## config.mk

```make
export PLATFORM = sky130hd
export DESIGN_NAME = disk_block_allocator_unit_flat
export DESIGN_NICKNAME = d
export VERILOG_FILES = /design/src/design/dba_pkg.sv /design/src/design/dba_req_if.sv /design/src/design/dba_rsp_if.sv /design/src/design/dba_ram.sv /design/src/design/dba_ctrl.sv /design/src/design/dba_dp.sv /design/src/design/disk_block_allocator_unit.sv /design/src/flat_wrapper.sv
export SDC_FILE = /design/constraint.sdc
export NUM_CORES = 1
export LEC_CHECK = 0
export BUFFER_PORTS_ARGS = -buffer_cell sky130_fd_sc_hd__buf_2
export CORE_ASPECT_RATIO = 1.1
export CORE_MARGIN = 1.5
export CORE_UTILIZATION = 40
export DETAILED_ROUTE_END_ITERATION = 7
export PLACE_DENSITY = 0.64
export SETUP_SLACK_MARGIN = 0.02
export SKIP_LAST_GASP = 1
export SLEW_MARGIN = 20
export SYNTH_ARGS = -nofsm -noshare
export SYNTH_HDL_FRONTEND = slang
export SYNTH_SLANG_ARGS = --single-unit
```

## constraint.sdc

```tcl
create_clock -name clk_i -period 15.15 [get_ports clk_i]
set_clock_uncertainty 0.2 [all_clocks]
set_input_delay 0.7575 -clock clk_i [delete_from_list [all_inputs] [get_ports clk_i]]
set_output_delay 0.7575 -clock clk_i [all_outputs]
set_load 0.005 [all_outputs]
```

## src/design/dba_pkg.sv

```systemverilog
package dba_pkg;

  localparam int DISK_BLOCKS = 64;

  // field widths of the request and result items
  localparam int KIND_W = 2;
  localparam int CNT_W  = 7;
  localparam int BLK_W  = 6;
  localparam int SIZE_W = 7;
  localparam int FC_W   = 7;
  localparam int HC_W   = 6;

  localparam logic [KIND_W-1:0] KIND_ALLOC  = 2'd0;
  localparam logic [KIND_W-1:0] KIND_EXTEND = 2'd1;
  localparam logic [KIND_W-1:0] KIND_FREE   = 2'd2;
  localparam logic [KIND_W-1:0] KIND_UNUSED = 2'd3;

  localparam logic MODE_CONTIG = 1'b0;
  localparam logic MODE_LINKED = 1'b1;

  typedef enum logic [3:0] {
    OP_IDLE,
    OP_DECIDE,
    OP_FAIL,
    OP_EXTCHK,
    OP_FIT,
    OP_CFREE,
    OP_TAKE,
    OP_LTAKE,
    OP_LEND,
    OP_WREAD,
    OP_WSTEP,
    OP_COUNT,
    OP_EMIT,
    OP_EWAIT
  } dba_op_e;

  typedef enum logic [2:0] {
    REQ_NONE,
    REQ_CEXT,
    REQ_CFIT,
    REQ_LTAKE,
    REQ_FAIL,
    REQ_CFREE,
    REQ_WALK
  } dba_req_e;

  typedef struct packed {
    dba_op_e op;
  } dba_cmd_t;

  typedef struct packed {
    dba_req_e req;
    logic     in_fire;
    logic     done;
    logic     hit;
    logic     fresh;
    logic     reloc;
    logic     out_fire;
    logic     out_last;
  } dba_sts_t;

endpackage

```

## src/design/dba_req_if.sv

```systemverilog
interface dba_req_if;
  logic                       valid;
  logic                       ready;
  logic [dba_pkg::KIND_W-1:0] kind;
  logic [dba_pkg::CNT_W-1:0]  block_count;
  logic [dba_pkg::BLK_W-1:0]  anchor_block;
  logic [dba_pkg::SIZE_W-1:0] current_size;

  modport source (output valid, kind, block_count, anchor_block, current_size, input ready);
  modport sink (input valid, kind, block_count, anchor_block, current_size, output ready);
endinterface

```

## src/design/dba_rsp_if.sv

```systemverilog
interface dba_rsp_if;
  logic                      valid;
  logic                      ready;
  logic                      status;
  logic                      block_valid;
  logic [dba_pkg::BLK_W-1:0] block;
  logic                      last;
  logic [dba_pkg::FC_W-1:0]  free_count;
  logic [dba_pkg::HC_W-1:0]  hole_count;

  modport source (output valid, status, block_valid, block, last, free_count, hole_count,
                  input ready);
  modport sink (input valid, status, block_valid, block, last, free_count, hole_count,
                output ready);
endinterface

```

## src/design/dba_ram.sv

```systemverilog
module dba_ram #(
  parameter int Width = 8,
  parameter int Depth = 64
) (
  input  logic                     clk_i,
  input  logic                     we_i,
  input  logic [$clog2(Depth)-1:0] waddr_i,
  input  logic [Width-1:0]         wdata_i,
  input  logic [$clog2(Depth)-1:0] raddr_i,
  output logic [Width-1:0]         rdata_o
);

  logic [Width-1:0] mem_q [Depth];

  always_ff @(posedge clk_i) begin
    if (we_i) begin
      mem_q[waddr_i] <= wdata_i;
    end
    rdata_o <= mem_q[raddr_i];
  end

endmodule

```

## src/design/dba_ctrl.sv

```systemverilog
module dba_ctrl (
  input  logic              clk_i,
  input  logic              rst_ni,
  input  dba_pkg::dba_sts_t sts_i,
  output dba_pkg::dba_cmd_t cmd_o
);
  import dba_pkg::*;

  localparam logic [3:0] S_IDLE   = 4'd0;
  localparam logic [3:0] S_DECIDE = 4'd1;
  localparam logic [3:0] S_FAIL   = 4'd2;
  localparam logic [3:0] S_EXTCHK = 4'd3;
  localparam logic [3:0] S_FIT    = 4'd4;
  localparam logic [3:0] S_CFREE  = 4'd5;
  localparam logic [3:0] S_TAKE   = 4'd6;
  localparam logic [3:0] S_LTAKE  = 4'd7;
  localparam logic [3:0] S_LEND   = 4'd8;
  localparam logic [3:0] S_WREAD  = 4'd9;
  localparam logic [3:0] S_WSTEP  = 4'd10;
  localparam logic [3:0] S_COUNT  = 4'd11;
  localparam logic [3:0] S_EMIT   = 4'd12;
  localparam logic [3:0] S_EWAIT  = 4'd13;

  logic [3:0] state_q, state_d;

  always_comb begin
    state_d = state_q;
    unique case (state_q)
      S_IDLE:   if (sts_i.in_fire) state_d = S_DECIDE;
      S_DECIDE: begin
        unique case (sts_i.req)
          REQ_CEXT:  state_d = S_EXTCHK;
          REQ_CFIT:  state_d = S_FIT;
          REQ_LTAKE: state_d = S_LTAKE;
          REQ_FAIL:  state_d = S_FAIL;
          REQ_CFREE: state_d = S_CFREE;
          REQ_WALK:  state_d = S_WREAD;
          default:   state_d = S_COUNT;
        endcase
      end
      S_FAIL:   state_d = S_COUNT;
      S_EXTCHK: if (sts_i.done) state_d = sts_i.hit ? S_FIT : S_TAKE;
      S_FIT: begin
        if (sts_i.done) begin
          if (!sts_i.hit)       state_d = S_COUNT;
          else if (sts_i.fresh) state_d = S_TAKE;
          else                  state_d = S_CFREE;
        end
      end
      // releasing the old run comes before taking the relocated one
      S_CFREE:  if (sts_i.done) state_d = sts_i.reloc ? S_TAKE : S_COUNT;
      S_TAKE:   if (sts_i.done) state_d = S_COUNT;
      S_LTAKE:  if (sts_i.done) state_d = S_LEND;
      S_LEND:   state_d = S_COUNT;
      S_WREAD:  state_d = sts_i.done ? S_COUNT : S_WSTEP;
      S_WSTEP:  state_d = S_WREAD;
      S_COUNT:  if (sts_i.done) state_d = S_EMIT;
      S_EMIT:   if (sts_i.hit) state_d = S_EWAIT;
      S_EWAIT: begin
        if (sts_i.out_fire) state_d = sts_i.out_last ? S_IDLE : S_EMIT;
      end
      default:  state_d = S_IDLE;
    endcase
  end

  always_ff @(posedge clk_i or negedge rst_ni) begin
    if (!rst_ni) begin
      state_q <= S_IDLE;
    end else begin
      state_q <= state_d;
    end
  end

  always_comb begin
    unique case (state_q)
      S_IDLE:   cmd_o.op = OP_IDLE;
      S_DECIDE: cmd_o.op = OP_DECIDE;
      S_FAIL:   cmd_o.op = OP_FAIL;
      S_EXTCHK: cmd_o.op = OP_EXTCHK;
      S_FIT:    cmd_o.op = OP_FIT;
      S_CFREE:  cmd_o.op = OP_CFREE;
      S_TAKE:   cmd_o.op = OP_TAKE;
      S_LTAKE:  cmd_o.op = OP_LTAKE;
      S_LEND:   cmd_o.op = OP_LEND;
      S_WREAD:  cmd_o.op = OP_WREAD;
      S_WSTEP:  cmd_o.op = OP_WSTEP;
      S_COUNT:  cmd_o.op = OP_COUNT;
      S_EMIT:   cmd_o.op = OP_EMIT;
      S_EWAIT:  cmd_o.op = OP_EWAIT;
      default:  cmd_o.op = OP_IDLE;
    endcase
  end

endmodule

```

## src/design/dba_dp.sv

```systemverilog
module dba_dp #(
  parameter int DiskBlocks = dba_pkg::DISK_BLOCKS
) (
  input  logic              clk_i,
  input  logic              rst_ni,
  input  logic              cfg_we_i,
  input  logic              cfg_wdata_i,
  input  dba_pkg::dba_cmd_t cmd_i,
  output dba_pkg::dba_sts_t sts_o,
  dba_req_if.sink           req_i,
  dba_rsp_if.source         rsp_o
);
  import dba_pkg::*;

  localparam int IW  = $clog2(DiskBlocks);
  localparam int CW  = $clog2(DiskBlocks + 1);
  localparam int LW  = $clog2(DiskBlocks + 2);
  localparam int SW  = ((CW > 7) ? CW : 7) + 2;
  localparam int CUW = (LW > BLK_W) ? LW : BLK_W;
  localparam logic [LW-1:0] EndMark  = LW'(DiskBlocks);
  localparam logic [LW-1:0] FreeMark = LW'(DiskBlocks + 1);
  localparam logic [SW-1:0] NBlk     = SW'(DiskBlocks);
  localparam logic [SW-1:0] NLast    = SW'(DiskBlocks - 1);

  // control state
  logic                  mode_q, mode_d;
  logic                  fresh_q, fresh_d;
  logic                  fail_q, fail_d;
  logic                  reloc_q, reloc_d;
  logic                  have_prev_q, have_prev_d;
  logic                  pbit_q, pbit_d;
  logic                  ov_q, ov_d;
  logic [SW-1:0]         k_q, k_d;
  logic [SW-1:0]         run_q, run_d;
  logic [CW-1:0]         n_q, n_d;
  logic [CW-1:0]         e_q, e_d;
  logic [CW-1:0]         steps_q, steps_d;
  logic [CW-1:0]         fc_q, fc_d;
  logic [CW-1:0]         hc_q, hc_d;
  logic [CW-1:0]         accf_q, accf_d;
  logic [CW-1:0]         acch_q, acch_d;
  logic [CUW-1:0]        cur_q, cur_d;
  logic [DiskBlocks-1:0] free_q, free_d;
  logic [DiskBlocks-1:0] mask_q, mask_d;
  logic [DiskBlocks-1:0] lv_q, lv_d;

  // request and result payload
  logic [KIND_W-1:0] kind_q, kind_d;
  logic [CNT_W-1:0]  cnt_q, cnt_d;
  logic [BLK_W-1:0]  anc_q, anc_d;
  logic [SIZE_W-1:0] size_q, size_d;
  logic [SW-1:0]     need_q, need_d;
  logic [SW-1:0]     start_q, start_d;
  logic [SW-1:0]     len_q, len_d;
  logic [IW-1:0]     prev_q, prev_d;
  logic              ost_q, ost_d;
  logic              obv_q, obv_d;
  logic [BLK_W-1:0]  oblk_q, oblk_d;
  logic              olast_q, olast_d;

  // link table port
  logic          we;
  logic [IW-1:0] waddr;
  logic [LW-1:0] wdata;
  logic [LW-1:0] rdata;
  logic [LW-1:0] nx;

  logic [SW-1:0] cnt_s, size_s, anc_s, p_ext, p_cf, p_tk;
  logic          kb, mb, ext_bad, too_big, found, hole, in_fire, out_fire;
  logic          done, hit;
  logic          in_fresh;
  dba_req_e      req;

  assign cnt_s  = SW'(cnt_q);
  assign size_s = SW'(size_q);
  assign anc_s  = SW'(anc_q);
  assign p_ext  = anc_s + size_s + k_q;
  assign p_cf   = anc_s + k_q;
  assign p_tk   = start_q + k_q;
  assign kb     = free_q[k_q[IW-1:0]];
  assign mb     = mask_q[k_q[IW-1:0]];
  assign nx     = lv_q[cur_q[IW-1:0]] ? rdata : FreeMark;

  assign in_fire  = req_i.valid && (cmd_i.op == OP_IDLE);
  assign out_fire = ov_q && rsp_o.ready;
  assign in_fresh = (req_i.kind == KIND_ALLOC) || (req_i.current_size == '0);

  always_comb begin
    req = REQ_NONE;
    if ((kind_q == KIND_ALLOC || kind_q == KIND_EXTEND) && cnt_q != '0) begin
      if (mode_q == MODE_CONTIG) begin
        req = fresh_q ? REQ_CFIT : REQ_CEXT;
      end else begin
        req = (cnt_s > SW'(fc_q)) ? REQ_FAIL : REQ_LTAKE;
      end
    end else if (kind_q == KIND_FREE && size_q != '0) begin
      req = (mode_q == MODE_CONTIG) ? REQ_CFREE : REQ_WALK;
    end
  end

  always_comb begin
    mode_d      = cfg_we_i ? cfg_wdata_i : mode_q;
    fresh_d     = fresh_q;
    fail_d      = fail_q;
    reloc_d     = reloc_q;
    have_prev_d = have_prev_q;
    pbit_d      = pbit_q;
    ov_d        = ov_q;
    k_d         = k_q;
    run_d       = run_q;
    n_d         = n_q;
    e_d         = e_q;
    steps_d     = steps_q;
    fc_d        = fc_q;
    hc_d        = hc_q;
    accf_d      = accf_q;
    acch_d      = acch_q;
    cur_d       = cur_q;
    free_d      = free_q;
    mask_d      = mask_q;
    lv_d        = lv_q;
    kind_d      = kind_q;
    cnt_d       = cnt_q;
    anc_d       = anc_q;
    size_d      = size_q;
    need_d      = need_q;
    start_d     = start_q;
    len_d       = len_q;
    prev_d      = prev_q;
    ost_d       = ost_q;
    obv_d       = obv_q;
    oblk_d      = oblk_q;
    olast_d     = olast_q;
    we          = 1'b0;
    waddr       = prev_q;
    wdata       = EndMark;
    done        = 1'b0;
    hit         = 1'b0;
    ext_bad     = 1'b0;
    too_big     = 1'b0;
    found       = 1'b0;
    hole        = 1'b0;

    case (cmd_i.op)
      OP_IDLE: begin
        k_d = '0;
        if (in_fire) begin
          kind_d      = req_i.kind;
          cnt_d       = req_i.block_count;
          anc_d       = req_i.anchor_block;
          size_d      = req_i.current_size;
          fresh_d     = in_fresh;
          need_d      = in_fresh ? SW'(req_i.block_count)
                                 : SW'(req_i.block_count) + SW'(req_i.current_size);
          fail_d      = 1'b0;
          reloc_d     = 1'b0;
          n_d         = '0;
          e_d         = '0;
          have_prev_d = 1'b0;
          run_d       = '0;
          steps_d     = '0;
          cur_d       = CUW'(req_i.anchor_block);
        end
      end
      OP_FAIL: fail_d = 1'b1;
      OP_EXTCHK: begin
        ext_bad = (p_ext >= NBlk) || !free_q[p_ext[IW-1:0]];
        done    = ext_bad || (k_q == cnt_s - 1'b1);
        hit     = ext_bad;
        if (done && !ext_bad) begin
          start_d = anc_s + size_s;
          len_d   = cnt_s;
        end
      end
      OP_FIT: begin
        too_big = need_q > NBlk;
        found   = !too_big && kb && (run_q + 1'b1 == need_q);
        done    = too_big || found || (k_q == NLast);
        hit     = found;
        if (kb) begin
          run_d = run_q + 1'b1;
          if (run_q == '0) start_d = k_q;
        end else begin
          run_d = '0;
        end
        if (found) begin
          len_d   = need_q;
          reloc_d = !fresh_q;
        end
        if (done && !found) fail_d = 1'b1;
      end
      OP_CFREE: begin
        if (p_cf < NBlk) free_d[p_cf[IW-1:0]] = 1'b1;
        done = (k_q == size_s - 1'b1);
      end
      OP_TAKE: begin
        free_d[p_tk[IW-1:0]] = 1'b0;
        mask_d[p_tk[IW-1:0]] = 1'b1;
        done = (k_q == len_q - 1'b1);
        if (done) n_d = CW'(len_q);
      end
      OP_LTAKE: begin
        if (kb) begin
          free_d[k_q[IW-1:0]] = 1'b0;
          mask_d[k_q[IW-1:0]] = 1'b1;
          n_d         = n_q + 1'b1;
          prev_d      = k_q[IW-1:0];
          have_prev_d = 1'b1;
          // first new block hangs off the old tail, later ones off the previous
          we    = have_prev_q || (!fresh_q && anc_s < NBlk);
          waddr = have_prev_q ? prev_q : anc_q[IW-1:0];
          wdata = LW'(k_q);
        end
        done = (k_q == NLast) || (kb && (SW'(n_q) + 1'b1 == cnt_s));
      end
      OP_LEND: begin
        we    = 1'b1;
        waddr = prev_q;
        wdata = EndMark;
      end
      OP_WREAD: begin
        done = (SW'(cur_q) >= NBlk) || (steps_q == CW'(DiskBlocks));
      end
      OP_WSTEP: begin
        free_d[cur_q[IW-1:0]] = 1'b1;
        we      = 1'b1;
        waddr   = cur_q[IW-1:0];
        wdata   = FreeMark;
        cur_d   = CUW'(nx);
        steps_d = steps_q + 1'b1;
      end
      OP_COUNT: begin
        hole   = kb && !pbit_q;
        accf_d = accf_q + CW'(kb);
        acch_d = acch_q + CW'(hole);
        pbit_d = kb;
        done   = (k_q == NLast);
        if (done) begin
          fc_d   = accf_q + CW'(kb);
          hc_d   = acch_q + CW'(hole);
          accf_d = '0;
          acch_d = '0;
          pbit_d = 1'b0;
        end
      end
      OP_EMIT: begin
        if (n_q == '0) begin
          hit     = 1'b1;
          ov_d    = 1'b1;
          ost_d   = fail_q;
          obv_d   = 1'b0;
          oblk_d  = '0;
          olast_d = 1'b1;
        end else begin
          k_d = k_q + 1'b1;
          if (mb) begin
            hit     = 1'b1;
            ov_d    = 1'b1;
            ost_d   = 1'b0;
            obv_d   = 1'b1;
            oblk_d  = BLK_W'(k_q);
            olast_d = ((CW + 1)'(e_q) + 1'b1 == (CW + 1)'(n_q));
            e_d     = e_q + 1'b1;
            mask_d[k_q[IW-1:0]] = 1'b0;
          end
        end
      end
      OP_EWAIT: begin
        if (out_fire) ov_d = 1'b0;
      end
      default: ;
    endcase

    // scan counter restarts after each finished pass
    if (cmd_i.op == OP_EXTCHK || cmd_i.op == OP_FIT || cmd_i.op == OP_CFREE ||
        cmd_i.op == OP_TAKE || cmd_i.op == OP_LTAKE || cmd_i.op == OP_COUNT) begin
      k_d = done ? '0 : k_q + 1'b1;
    end

    if (we) lv_d[waddr] = 1'b1;
  end

  always_ff @(posedge clk_i or negedge rst_ni) begin
    if (!rst_ni) begin
      mode_q      <= MODE_CONTIG;
      fresh_q     <= 1'b0;
      fail_q      <= 1'b0;
      reloc_q     <= 1'b0;
      have_prev_q <= 1'b0;
      pbit_q      <= 1'b0;
      ov_q        <= 1'b0;
      k_q         <= '0;
      run_q       <= '0;
      n_q         <= '0;
      e_q         <= '0;
      steps_q     <= '0;
      fc_q        <= CW'(DiskBlocks);
      hc_q        <= CW'(1);
      accf_q      <= '0;
      acch_q      <= '0;
      cur_q       <= '0;
      free_q      <= '1;
      mask_q      <= '0;
      lv_q        <= '0;
    end else begin
      mode_q      <= mode_d;
      fresh_q     <= fresh_d;
      fail_q      <= fail_d;
      reloc_q     <= reloc_d;
      have_prev_q <= have_prev_d;
      pbit_q      <= pbit_d;
      ov_q        <= ov_d;
      k_q         <= k_d;
      run_q       <= run_d;
      n_q         <= n_d;
      e_q         <= e_d;
      steps_q     <= steps_d;
      fc_q        <= fc_d;
      hc_q        <= hc_d;
      accf_q      <= accf_d;
      acch_q      <= acch_d;
      cur_q       <= cur_d;
      free_q      <= free_d;
      mask_q      <= mask_d;
      lv_q        <= lv_d;
    end
  end

  always_ff @(posedge clk_i) begin
    kind_q  <= kind_d;
    cnt_q   <= cnt_d;
    anc_q   <= anc_d;
    size_q  <= size_d;
    need_q  <= need_d;
    start_q <= start_d;
    len_q   <= len_d;
    prev_q  <= prev_d;
    ost_q   <= ost_d;
    obv_q   <= obv_d;
    oblk_q  <= oblk_d;
    olast_q <= olast_d;
  end

  // unwritten links read as the free marker through lv_q
  dba_ram #(
    .Width (LW),
    .Depth (DiskBlocks)
  ) u_link (
    .clk_i   (clk_i),
    .we_i    (we),
    .waddr_i (waddr),
    .wdata_i (wdata),
    .raddr_i (cur_q[IW-1:0]),
    .rdata_o (rdata)
  );

  assign req_i.ready       = (cmd_i.op == OP_IDLE);
  assign rsp_o.valid       = ov_q;
  assign rsp_o.status      = ost_q;
  assign rsp_o.block_valid = obv_q;
  assign rsp_o.block       = oblk_q;
  assign rsp_o.last        = olast_q;
  assign rsp_o.free_count  = FC_W'(fc_q);
  assign rsp_o.hole_count  = HC_W'(hc_q);

  assign sts_o.req      = req;
  assign sts_o.in_fire  = in_fire;
  assign sts_o.done     = done;
  assign sts_o.hit      = hit;
  assign sts_o.fresh    = fresh_q;
  assign sts_o.reloc    = reloc_q;
  assign sts_o.out_fire = out_fire;
  assign sts_o.out_last = olast_q;

  a_out_only_in_wait: assert property (@(posedge clk_i) disable iff (!rst_ni)
    ov_q |-> cmd_i.op == OP_EWAIT) else $error("result held outside wait state");

  a_free_count_range: assert property (@(posedge clk_i) disable iff (!rst_ni)
    fc_q <= CW'(DiskBlocks)) else $error("free count above disk size");

  a_emit_bound: assert property (@(posedge clk_i) disable iff (!rst_ni)
    e_q <= n_q) else $error("more blocks sent than taken");

  a_tail_known: assert property (@(posedge clk_i) disable iff (!rst_ni)
    cmd_i.op == OP_LEND |-> have_prev_q) else $error("chain end without a block");

endmodule

```

## src/design/disk_block_allocator_unit.sv

```systemverilog
// Block allocator over a disk of DiskBlocks blocks, kept as a free bitmap plus a
// next-link table (one write port, registered read). In contiguous mode requests
// use first-fit runs; in linked mode the lowest free blocks are chained in
// ascending order. One request is handled at a time. The bitmap is worked one
// block per cycle in the in-place extend check, first-fit scan, release and
// take passes; a chain free reads each link from the registered link RAM
// before it steps to the next, and every request ends with a pass that counts
// free blocks and holes. Blocks are then sent in file order, each result held
// until the sink takes it; the next request is accepted once the last result
// of the current one has been taken.
module disk_block_allocator_unit #(
  parameter int DiskBlocks = dba_pkg::DISK_BLOCKS
) (
  input  logic      clk_i,
  input  logic      rst_ni,
  input  logic      cfg_we_i,
  input  logic      cfg_wdata_i,
  dba_req_if.sink   req_i,
  dba_rsp_if.source rsp_o
);
  import dba_pkg::*;

  dba_cmd_t cmd;
  dba_sts_t sts;

  dba_ctrl u_ctrl (
    .clk_i  (clk_i),
    .rst_ni (rst_ni),
    .sts_i  (sts),
    .cmd_o  (cmd)
  );

  dba_dp #(
    .DiskBlocks (DiskBlocks)
  ) u_dp (
    .clk_i       (clk_i),
    .rst_ni      (rst_ni),
    .cfg_we_i    (cfg_we_i),
    .cfg_wdata_i (cfg_wdata_i),
    .cmd_i       (cmd),
    .sts_o       (sts),
    .req_i       (req_i),
    .rsp_o       (rsp_o)
  );

endmodule
```

## src/flat_wrapper.sv

```systemverilog
// flat-port wrapper written by rule: the top's interface ports become plain ports
module disk_block_allocator_unit_flat import dba_pkg::*;
#(
  parameter int DiskBlocks = dba_pkg::DISK_BLOCKS
)
  (clk_i, rst_ni, cfg_we_i, cfg_wdata_i, req_i_valid, req_i_kind, req_i_block_count, req_i_anchor_block, req_i_current_size, req_i_ready, rsp_o_valid, rsp_o_status, rsp_o_block_valid, rsp_o_block, rsp_o_last, rsp_o_free_count, rsp_o_hole_count, rsp_o_ready);
  dba_req_if req_i_i ();
  dba_rsp_if rsp_o_i ();
  input  logic clk_i;
  input  logic rst_ni;
  input  logic cfg_we_i;
  input  logic cfg_wdata_i;
  input wire logic [$bits(req_i_i.valid)-1:0] req_i_valid;
  input wire logic [$bits(req_i_i.kind)-1:0] req_i_kind;
  input wire logic [$bits(req_i_i.block_count)-1:0] req_i_block_count;
  input wire logic [$bits(req_i_i.anchor_block)-1:0] req_i_anchor_block;
  input wire logic [$bits(req_i_i.current_size)-1:0] req_i_current_size;
  output wire logic [$bits(req_i_i.ready)-1:0] req_i_ready;
  output wire logic [$bits(rsp_o_i.valid)-1:0] rsp_o_valid;
  output wire logic [$bits(rsp_o_i.status)-1:0] rsp_o_status;
  output wire logic [$bits(rsp_o_i.block_valid)-1:0] rsp_o_block_valid;
  output wire logic [$bits(rsp_o_i.block)-1:0] rsp_o_block;
  output wire logic [$bits(rsp_o_i.last)-1:0] rsp_o_last;
  output wire logic [$bits(rsp_o_i.free_count)-1:0] rsp_o_free_count;
  output wire logic [$bits(rsp_o_i.hole_count)-1:0] rsp_o_hole_count;
  input wire logic [$bits(rsp_o_i.ready)-1:0] rsp_o_ready;
  assign req_i_i.valid = req_i_valid;
  assign req_i_i.kind = req_i_kind;
  assign req_i_i.block_count = req_i_block_count;
  assign req_i_i.anchor_block = req_i_anchor_block;
  assign req_i_i.current_size = req_i_current_size;
  assign req_i_ready = req_i_i.ready;
  assign rsp_o_valid = rsp_o_i.valid;
  assign rsp_o_status = rsp_o_i.status;
  assign rsp_o_block_valid = rsp_o_i.block_valid;
  assign rsp_o_block = rsp_o_i.block;
  assign rsp_o_last = rsp_o_i.last;
  assign rsp_o_free_count = rsp_o_i.free_count;
  assign rsp_o_hole_count = rsp_o_i.hole_count;
  assign rsp_o_i.ready = rsp_o_ready;
  disk_block_allocator_unit #(.DiskBlocks(DiskBlocks)) u_core (.clk_i(clk_i), .rst_ni(rst_ni), .cfg_we_i(cfg_we_i), .cfg_wdata_i(cfg_wdata_i), .req_i(req_i_i), .rsp_o(rsp_o_i));
endmodule
```

Word-level counts from Yosys, hierarchy flattened
Memory sizes are Yosys's and may differ from the RTL's. A register that Yosys moved wholly into a read port is not among the register bits.
Index checks and enable logic that the tools add are counted.
{"block": "word_totals", "register_bits": 336, "latchBits": 0, "ramBits": 448, "rom_bits": 64, "output_inout_bits": 24, "n_memories": 2}
{"block": "op_classes", "n_addsub": 17, "multipliers": 0, "div_mod_pow": 0, "order_cmp": 17, "n_eq_ne": 64, "shift": 0, "n_mux": 105, "bitwise_logic": 10, "n_reduce_logical": 77}
{"name": "u_core.u_dp.u_link.mem_q", "depth": 64, "width": 7, "rd": 1, "rd_ports_with_merged_regs": 1, "wr": 1, "line": "dba_ram.sv:13", "text": "logic [Width-1:0] mem_q [Depth];"}
{"name": "(name not given)", "depth": 16, "width": 4, "rd": 1, "rd_ports_with_merged_regs": 0, "wr": 0, "line": "dba_ctrl.sv:75", "text": "unique case (state_q)"}
{"cell": "2-to-1 mux 64 bit", "n": 5}
{"cell": "OR 64 bit", "n": 5}
{"cell": "one-hot mux 64 bit (4 select lines)", "n": 1}
{"cell": "AND 64 bit", "n": 3}
{"cell": "one-hot mux 64 bit (3 select lines)", "n": 1}
{"cell": "NOT 64 bit", "n": 2}
{"cell": "2-to-1 mux 7 bit", "n": 11}
{"cell": "2-to-1 mux 9 bit", "n": 7}
{"cell": "one-hot mux 7 bit (2 select lines)", "n": 4}
{"cell": "one-hot mux 9 bit (2 select lines)", "n": 3}
{"cell": "one-hot mux 4 bit (13 select lines)", "n": 1}
{"cell": "< comparator 6 x 7 -> 1 bit, second input constant", "n": 7}
{"cell": "equality test 4 bit, second input constant", "n": 12}
{"cell": "2-to-1 mux 4 bit", "n": 12}
{"cell": "inequality test 2 bit, second input constant", "n": 20}
{"cell": "2-to-1 mux 6 bit", "n": 6}
{"cell": "equality test 4 x 3 -> 1 bit, second input constant", "n": 8}
{"cell": "demux 1 bit (select 6 bit)", "n": 5}
{"cell": ">= comparator 6 x 1 -> 1 bit, second input constant", "n": 5}
{"cell": "equality test 9 bit", "n": 3}
{"cell": "2-to-1 mux 1 bit", "n": 26}
{"cell": "binary-select mux 1 bit (select 6 bit)", "n": 4}
{"cell": "one-hot mux 4 bit (6 select lines)", "n": 1}
{"cell": "one-hot mux 6 bit (2 select lines)", "n": 2}
{"cell": "51 further kinds", "n": 136}

Depth between registers and ports, before layout
Gate-level depths: netlist of run 1.
{"block": "logic_depth", "ltp_word": 10, "mapped_depth": 19, "ltp_nobuf": 18}

Modules after synthesis
Synthesis of run 1 repeated with hierarchy kept, for this count alone.
{"block": "unflattened", "hier_cells": 3067, "hier_area_um2": 38984.9}
{"module": "dba_dp", "n_inst": 1, "cells_per_inst": 2160, "area_each_um2": 20749.9}
{"module": "dba_ram", "n_inst": 1, "cells_per_inst": 837, "area_each_um2": 17673.2}
{"module": "dba_ctrl", "n_inst": 1, "cells_per_inst": 70, "area_each_um2": 561.8}

Worst setup path before layout of run 1
No wires, ideal clock.
{"block": "synth_path", "path_type": "register to register", "startpoint": "reg u_core.u_dp.k_q[0]", "endpoint": "mem u_core.u_dp.u_link.mem_q[0][1] in the netlist's numbering, data pin", "setup_ns": 0.681, "arrival_time_ns": 4.246, "path_slack_ns": 10.023, "path_stages_with_launch": 9, "period_less_slack_ns": 5.127, "path_cell_list": "dfrtp_1 > buf_6 > buf_6 > or4b_1 > o22ai_1 > nor4b_2 > nor2_1 > nor2_2 > nor3_1"}
{"block": "synth_via", "elab_chain_cells": 4}
{"item": "from (decl)", "line": "dba_dp.sv:33", "text": "logic [SW-1:0] k_q, k_d;"}
{"item": "from (signal assigned)", "line": "dba_dp.sv:313", "text": "k_q <= k_d;"}
{"item": "binary-select mux 1 bit (select 6 bit)", "line": "dba_dp.sv:80", "text": "assign kb = free_q[k_q[IW-1:0]];"}
{"item": "2-to-1 mux 1 bit (not written as such)", "line": "dba_dp.sv:80"}
{"item": "2-to-1 mux 7 bit", "line": "dba_dp.sv:203", "text": "if (kb) begin"}
{"item": "one-hot mux 7 bit (2 select lines)", "line": "dba_dp.sv:144", "text": "case (cmd_i.op)"}
{"item": "named net u_core.u_dp.u_link.wdata_i[1]", "line": "dba_ram.sv:8", "text": "input logic [Width-1:0] wdata_i,"}
{"item": "to (decl)", "line": "dba_ram.sv:13"}
The timed path passes the listed nets, and every way through them passes these cells. The select of a mux whose other input is x is not followed.

Final worst setup path of run 1
{"block": "layout_path", "startpoint": "reg u_core.u_dp.k_q[0]", "endpoint": "mem u_core.u_dp.u_link.mem_q[1][4] in the netlist's numbering (enable)"}
{"block": "layout_via", "elab_chain_cells": 6, "elab_cells_between_ends": 8}
{"item": "binary-select mux 1 bit (select 6 bit) *", "line": "dba_dp.sv:80"}
{"item": "2-to-1 mux 1 bit (not written as such) *", "line": "dba_dp.sv:80"}
{"item": "2-to-1 mux 1 bit", "line": "dba_dp.sv:203"}
{"item": "one-hot mux 1 bit (2 select lines)", "line": "dba_dp.sv:144"}
{"item": "2-to-1 mux 1 bit", "line": "dba_ram.sv:16", "text": "if (we_i) begin"}
{"item": "2-to-1 mux 1 bit (not written as such)", "line": "dba_ram.sv:17", "text": "mem_q[waddr_i] <= wdata_i;"}
Mark *: on every way between the ends. The rest lies on a longest branch, timed or not. The select of a mux whose other input is x is not followed.

==> run metrics, run 1 <==
status finished with violations; failing checks design-rule violations; Critical R2R Launch u_core.u_dp.k_q[0]; Critical Path Sink Type flop; Iter 0 DRT Violations 3042; Fmax 0.173 GHz; FF-to-FF End u_core.u_dp.u_link.mem_q[1][4]; Final Cycle Share 38.2%; top_reg_cell synth edfxtp_1; core area 92500 um^2; Syn Nets 3174; DR pass1 iterations 8; worst stage delay on the critical path 1.05 ns; TritonCTS clock tree yes; Post-Syn Area 37400 um^2; number of synthesized flops with an enable pin 507; RSZ-0062 raised after global routing no; CP max FO 34; kind of critical path flop to flop; Ys Warns 0; H-tree depth 3; slew margin rel. 12.9%; Reg2Reg Depth 9; Setup TNS Final 0 ns; Worst Path Arrival 5.87 ns; clock root buffer master clkbuf_16; P_leak 14.5 nW; Slowest-stage cell, CP nor3_1; Ant. Diodes 0; combinational fraction of design power 31.4%; vias per cell 6.14; Clock Power Share 29.2%; post-synthesis cell type count 96; switching pwr 2.72 mW; Setup Buffers After CTS 0; die area 95300 um^2; initial antenna violation count 1; GR Util met2 36.8%; synthesis-to-layout area growth 12.4%; CTS max path bufs 3; fill count 8386; RD Place Congestion 0.971; Clock transition at path regs 0.06 ns; vias in the first global route 25900; CP required 15.23 ns; Hold Vio Cnt, Final 0; ys async rst share 34.9%; Vias 27100; Final min period 5.79 ns; nets@finish 3184; Slew @ Worst Pin 1.29 ns; post_cts resized 0; most common cell after layout, fill and taps aside edfxtp_1; CTS sink count 789; Hold Path Class input port to flop; sequential fraction of the synthesis area 59.8%; global route overflow 0; CP Cell Sequence buf_4 > mux4_2 > a22o_1 > a211oi_2 > o31ai_1 > nor3_2 > a221o_1 > nand3_2 > nor3_1; layout cell share with drive strength beyond 1 16.0%; Final Cell Area 42000 um^2; critical path's top delay family simple AND/OR/NAND/NOR gates; Power Dens Cells 178 nW/um^2; crit path launch type flop; most frequent cells in the layout 507 x edfxtp_1, 230 x nor2_1, 213 x a22oi_1; Starting Density 40.4%; Final HPWL DP 72700 um; peak supply drop 0.106 mV; post-layout util 45.4%; Post-Syn Instances 3085; worst reg2reg setup slack 9.36 ns; syn_area_per_cell 12.1 um^2; largest net degree at the start of global routing 100; met1 Usage GRT 31.7%; Overall Power 7.49 mW; Row Count 117; Worst Path Buf+Inv 1; Max Cap Viol 0; Hold Path Origin cfg_we_i; die extent in x 294 um; hold path endpoint u_core.u_dp.mode_q; DP Area 39000 um^2; port buffer count 51; sequential power share 39.4%; I/O pin cnt 52; cell-internal power 4.78 mW; register bit total from synthesis 789; Slew Limit Fails 0; Tot GR Track Use 23.3%; final wirelength 112000 um; Switching Fraction 36.3%; DR DRC count 1; TritonCTS Buffers 84; gr busiest metal met2; global-route track usage on met3 4.16%; antenna-violating nets left 0; Die Y 324 um; Min-Delay Path Depth 2; setup violators final 0; first-pass GRT wire length 168000 um; Avg WL per Cell 25.3 um; clk_lat worst skew 0.67 ns
==> worst reg2reg max path: stages, from the launching register on <==
cell and delay, ns:
dfrtp_2 0.82, buf_4 0.61, mux4_2 0.59, a22o_1 0.28, a211oi_2 0.30, o31ai_1 0.14
nor3_2 0.49, a221o_1 0.35, nand3_2 0.55, nor3_1 1.08
==> flip-flops by register name, indices dropped and copies added, names as in the netlist, 8 cells and up <==
name                      count
u_core.u_dp.need_q            8
u_core.u_dp.u_link.mem_q    448
u_core.u_dp.mask_q           64
u_core.u_dp.run_q             9
u_core.u_dp.k_q               9
u_core.u_dp.lv_q             64
u_core.u_dp.len_q             8
u_core.u_dp.free_q           64
==> through the flow <==
stage | setup slack [ns] | instances | hold slack, ns
2_1_floorplan | 10.02 | 3085 | 0.234
3_3_place_gp | 9.12 | 4257 | 0.248
3_5_place_dp | 9.06 | 4257 | 0.252
4_1_cts | 9.03 | 4415 | 0.0836
5_1_grt | 9.02 | 4415 | 0.122
6_report | 9.36 | 4415 | 0.103
==> power groups by stage <==
stage	Sequential, mW	Clock [mW]	Combinational [mW]
after floorplan	2.80	0	1.68
after global placement	2.97	0	2.29
after detailed placement	2.97	0	2.32
after CTS	2.94	2.21	2.33
after global routing	2.97	2.30	2.53
final	2.95	2.19	2.35
==> worst max-delay path by stage <==
stage	from	endpoint	depth (start not counted)
after global routing	u_core.u_dp.k_q[0]	u_core.u_dp.k_q[7]	11
after CTS	u_core.u_dp.k_q[0]	u_core.u_dp.k_q[7]	11
after floorplan	u_core.u_dp.k_q[0]	u_core.u_dp.u_link.mem_q[0][1]	8
final	u_core.u_dp.k_q[0]	u_core.u_dp.u_link.mem_q[1][4]	9
after global placement	u_core.u_dp.k_q[0]	u_core.u_dp.k_q[5]	11
after detailed placement	u_core.u_dp.k_q[0]	u_core.u_dp.k_q[7]	11
==> cells in the mapped netlist, types with 11 or more instances <==
library cell | instances | area [um^2]
a21o_1 | 31 | 233
a21oi_1 | 136 | 681
a221oi_1 | 59 | 517
a22o_1 | 65 | 569
a22oi_1 | 213 | 1600
a2bb2oi_1 | 24 | 210
a31oi_1 | 78 | 488
and2_1 | 20 | 125
and3_1 | 25 | 156
buf_1 | 16 | 60.1
buf_2 | 24 | 120
clkbuf_1 | 141 | 529
dfrtp_1 | 209 | 5230
dfstp_2 | 66 | 1730
edfxtp_1 | 507 | 15200
ha_1 | 56 | 701
inv_1 | 55 | 206
mux2_2 | 22 | 248
mux2i_1 | 33 | 330
mux4_2 | 37 | 833
nand2_1 | 191 | 717
nand2b_1 | 32 | 200
nand3_1 | 61 | 305
nand3b_1 | 14 | 105
nand4_1 | 29 | 181
nor2_1 | 231 | 867
nor2b_1 | 14 | 87.6
nor3_1 | 63 | 315
nor3_2 | 35 | 350
nor3b_1 | 11 | 82.6
nor4_1 | 21 | 131
o21a_1 | 13 | 97.6
o21ai_0 | 135 | 676
o21bai_1 | 11 | 82.6
o22ai_1 | 78 | 488
or2_1 | 49 | 307
or2_2 | 21 | 131
or3_1 | 13 | 81.3
xnor2_1 | 52 | 455
xor2_1 | 37 | 324
==> metal layers <==
| metal | part of all wire [%] | up-vias |
|---|---|---|
| met2 | 46 | 1459 |
| li1 | - | 11900 |
| met1 | 41 | 13400 |
| met5 | 0 | - |
| met3 | 8.5 | 293 |
| met4 | 4.1 | 0 |
==> cells by family (layout without fill, tap and decap cells) <==
family	Yosys count	in the layout	share of synthesized area (%)
mux	93	93	3.84
buf+inv	252	333	2.81
compound gates	934	934	17.3
simple gates	867	867	12.1
xor+xnor	89	89	2.09
flops	789	789	59.8
fa+ha+maj	61	61	2.14
==> timing repair <==
| action | CTS | global route |
|---|---|---|
| hold buffers | 1 | 0 |
| setup endpoints to repair | 0 | 0 |
| hold endpoints to repair | 17 | 0 |
==> area by class of cell <==
class / instances / area [um^2] / share of cell area [%]
Tap cell: 1249 / 1560 / 3.72
Clock buffer: 112 / 2340 / 5.57
Timing Repair Buffer: 118 / 771 / 1.83
Multi-Input combinational cell: 2044 / 14200 / 33.7
Clock inverter: 45 / 627 / 1.49
Sequential cell: 789 / 22300 / 53.2
Inverter: 58 / 218 / 0.518
Power figures use the tool's default switching activity.
==> run 2: changes to the inputs <==
PLACE_DENSITY = 0.66   (was 0.64)
clock period = 5.3 ns   (was 15.15 ns; I/O delays follow)
==> run 2 against run 1 <==
Effect of this change:
- the flow now finishes without violations
- via count rose by 2.1%
- die area unchanged
- routed wire length is 0.83% higher
- global-route usage rose by 0.19 points
- final area is 2.4% higher
- worst hold slack got worse by 0.046 ns
- register-to-register slack worse by 8.9 ns
- power increased to 2.9 times the previous value
- worst setup slack lost 8.9 ns
- critical path depth increased by 9
- cell count up 2.6%
- clock-buffer cell count down 2
- highest routed layer is now met5
==> run metrics, run 2 (synthesis results as in run 1) <==
P_leak 15.1 nW (+4.2%); RSZ-0062 raised after global routing no; last element of the critical path u_core.u_dp.start_q[1]; kind of critical path flop to flop; clk_lat worst skew 0.65 ns (-0.02 ns); switching pwr 7.74 mW (+180%); first-pass GRT wire length 170000 um (+1.2%); placed insts 4348 (+2.1%); worst reg2reg setup slack 0.48 ns (-8.88 ns); CP required 5.40 ns (-9.83 ns); Clock transition at path regs 0.06 ns (about the same); Reg2Reg Depth 18 (+9); most frequent cells in the layout 507 x edfxtp_1, 230 x nor2_1, 212 x a22oi_1; die area 95300 um^2 (unchanged); combinational fraction of design power 32.1% (+0.7 points); initial antenna violation count 1 (unchanged); Fmax 0.207 GHz (+20%); Ant. Diodes 0 (unchanged); Worst Path Arrival 4.92 ns (-0.95 ns); Switching Fraction 35.7% (-0.55 points); largest register by flop count u_core.u_dp.u_link.mem_q; TritonCTS clock tree yes; Critical Path Sink Type flop; Hold Vio Cnt, Final 0 (unchanged); antenna-violating nets left 0 (unchanged); Critical R2R Launch u_core.u_dp.anc_q[0]; peak supply drop 0.273 mV (+160%); sequential power share 38.7% (-0.7 points); vias per cell 6.11 (-0.52%); Clock Power Share 29.3% (about the same); DR DRC count 0 (-1); Vias 27700 (+2.1%); Final HPWL DP 74600 um (+2.6%); synthesis-to-layout area growth 15.1%; Setup TNS Final 0 ns (unchanged); Final Non-Filler Cells 4530 (+2.6%); largest net degree at the start of global routing 113 (+13%); core area 92500 um^2 (unchanged); post-layout util 46.5% (+1.1 points); cell-internal power 13.9 mW (+190%); Final Cycle Share 91.0% (+53 points); WHS 0.0569 ns (-0.0461 ns); die extent in x 294 um (unchanged); Die Y 324 um (unchanged); final wirelength 113000 um (+0.83%); FF-to-FF End u_core.u_dp.start_q[1]; RD Place Congestion 0.957 (-1.5%); Power Dens Cells 504 nW/um^2 (+180%); max FFs per register 448 (unchanged); CP startpoint u_core.u_dp.anc_q[0]; most common cell after layout, fill and taps aside edfxtp_1; layout cell share with drive strength beyond 1 17.7% (+1.7 points); status completed; Iter 0 DRT Violations 3761 (+24%); Hold Path Class input port to flop; setup violators final 0 (unchanged); CTS sink count 789 (unchanged); H-tree depth 3 (unchanged); vias in the first global route 26600 (+2.8%); port buffer count 51 (unchanged); global route overflow 0 (unchanged); Row Count 117 (unchanged); Slew Limit Fails 0 (unchanged); DR pass1 iterations 6 (-2); I/O pin cnt 52 (unchanged); Setup Buffers After CTS 0 (unchanged); Starting Density 40.4% (unchanged); TritonCTS Buffers 83 (-1.2%); slew margin rel. 31.6% (+19 points); clock root buffer master clkbuf_16; Max Cap Viol 0 (unchanged); Avg WL per Cell 24.9 um (-1.7%); CP max FO 6 (-82%); crit path launch type flop; Slew @ Worst Pin 1.00 ns (-0.294 ns); nets@finish 3300 (+3.6%); CTS max path bufs 3 (unchanged); Tot GR Track Use 23.5% (+0.19 points); Final min period 4.82 ns (-0.965 ns)
run 2: changes by cell type in the layout (fill, tap and decap cells not counted), moves of 3 or more:
cell and delta:
buf_4 +83, dlygate4sd3_1 +26, nor3_1 +10, nor3_2 -10, buf_12 +8, clkinv_2 -5, bufinv_16 +3, clkbuf_8 -3
clkinv_16 -3, clkinv_4 +3, inv_16 +3
run 2: critical path, stage by stage (launching register included):
cell	delay (ns)
edfxtp_1	0.47
ha_1	0.27
fa_1	0.41
a21oi_1	0.14
nor2_1	0.05
nor2_1	0.15
o21bai_1	0.09
a21oi_1	0.18
xnor2_1	0.09
ha_1	0.19
nor2_1	0.15
o211ai_1	0.15
a2111oi_0	0.40
or3_1	0.19
o21ai_0	0.07
or4_1	0.45
and2_1	0.19
or2_2	0.32
a22oi_2	0.34
run 2: worst min-delay path by stage:
stage	start	end	slack, ns	depth (start not counted)
after global placement	rst_ni	u_core.u_dp.mask_q[33]	0.05	1
after global routing	req_i_valid	u_core.u_dp.fresh_q	0.08	4
after CTS	req_i_valid	u_core.u_dp.reloc_q	0.02	5
after floorplan	rst_ni	u_core.u_ctrl.state_q[0]	-0.23	0
final	req_i_valid	u_core.u_dp.reloc_q	0.06	5
after detailed placement	rst_ni	u_core.u_dp.mask_q[33]	0.06	1
run 2: cell type report:
class,instances,area [um^2]
flip-flops and latches,789,22300
repair buffers,235,1810
multi-input cells,2044,14100
inverters,58,218
well taps,1249,1560
clock buffers,110,2320
fillers,8265,49500
clock inverters,45,669
run 2: repair_timing:
item	CTS	global route
gates resized for setup	0	1
hold endpoints to repair	169	0
hold buffers	27	0
endpoints found under the setup margin	0	6
run 2: routing by layer:
metal	wire, um	track usage (%)	up-vias
li1	-	-	12200
met1	45300	31.4	13600
met2	53300	38.3	1519
met3	9950	3.86	305
met4	4220	8.91	2
met5	13	0	-
run 2: through the flow:
stage / instance area (um^2) / power (mW) / worst slack (ns)
CTS: 43000 / 21.6 / 0.314
floorplan: 37400 / 12.8 / 0.173
global route: 43000 / 22.6 / 0.122
finish: 43000 / 21.7 / 0.476
detailed placement: 39700 / 15.3 / 0.313
global placement: 39700 / 15.2 / 0.330
run 2: power groups by stage:
stage	Sequential, mW	Combinational (mW)	Clock (mW)
after global placement	8.43	6.76	0
final	8.38	6.95	6.34
after detailed placement	8.44	6.84	0
after CTS	8.34	6.88	6.42
after floorplan	7.99	4.81	0
after global routing	8.45	7.46	6.66
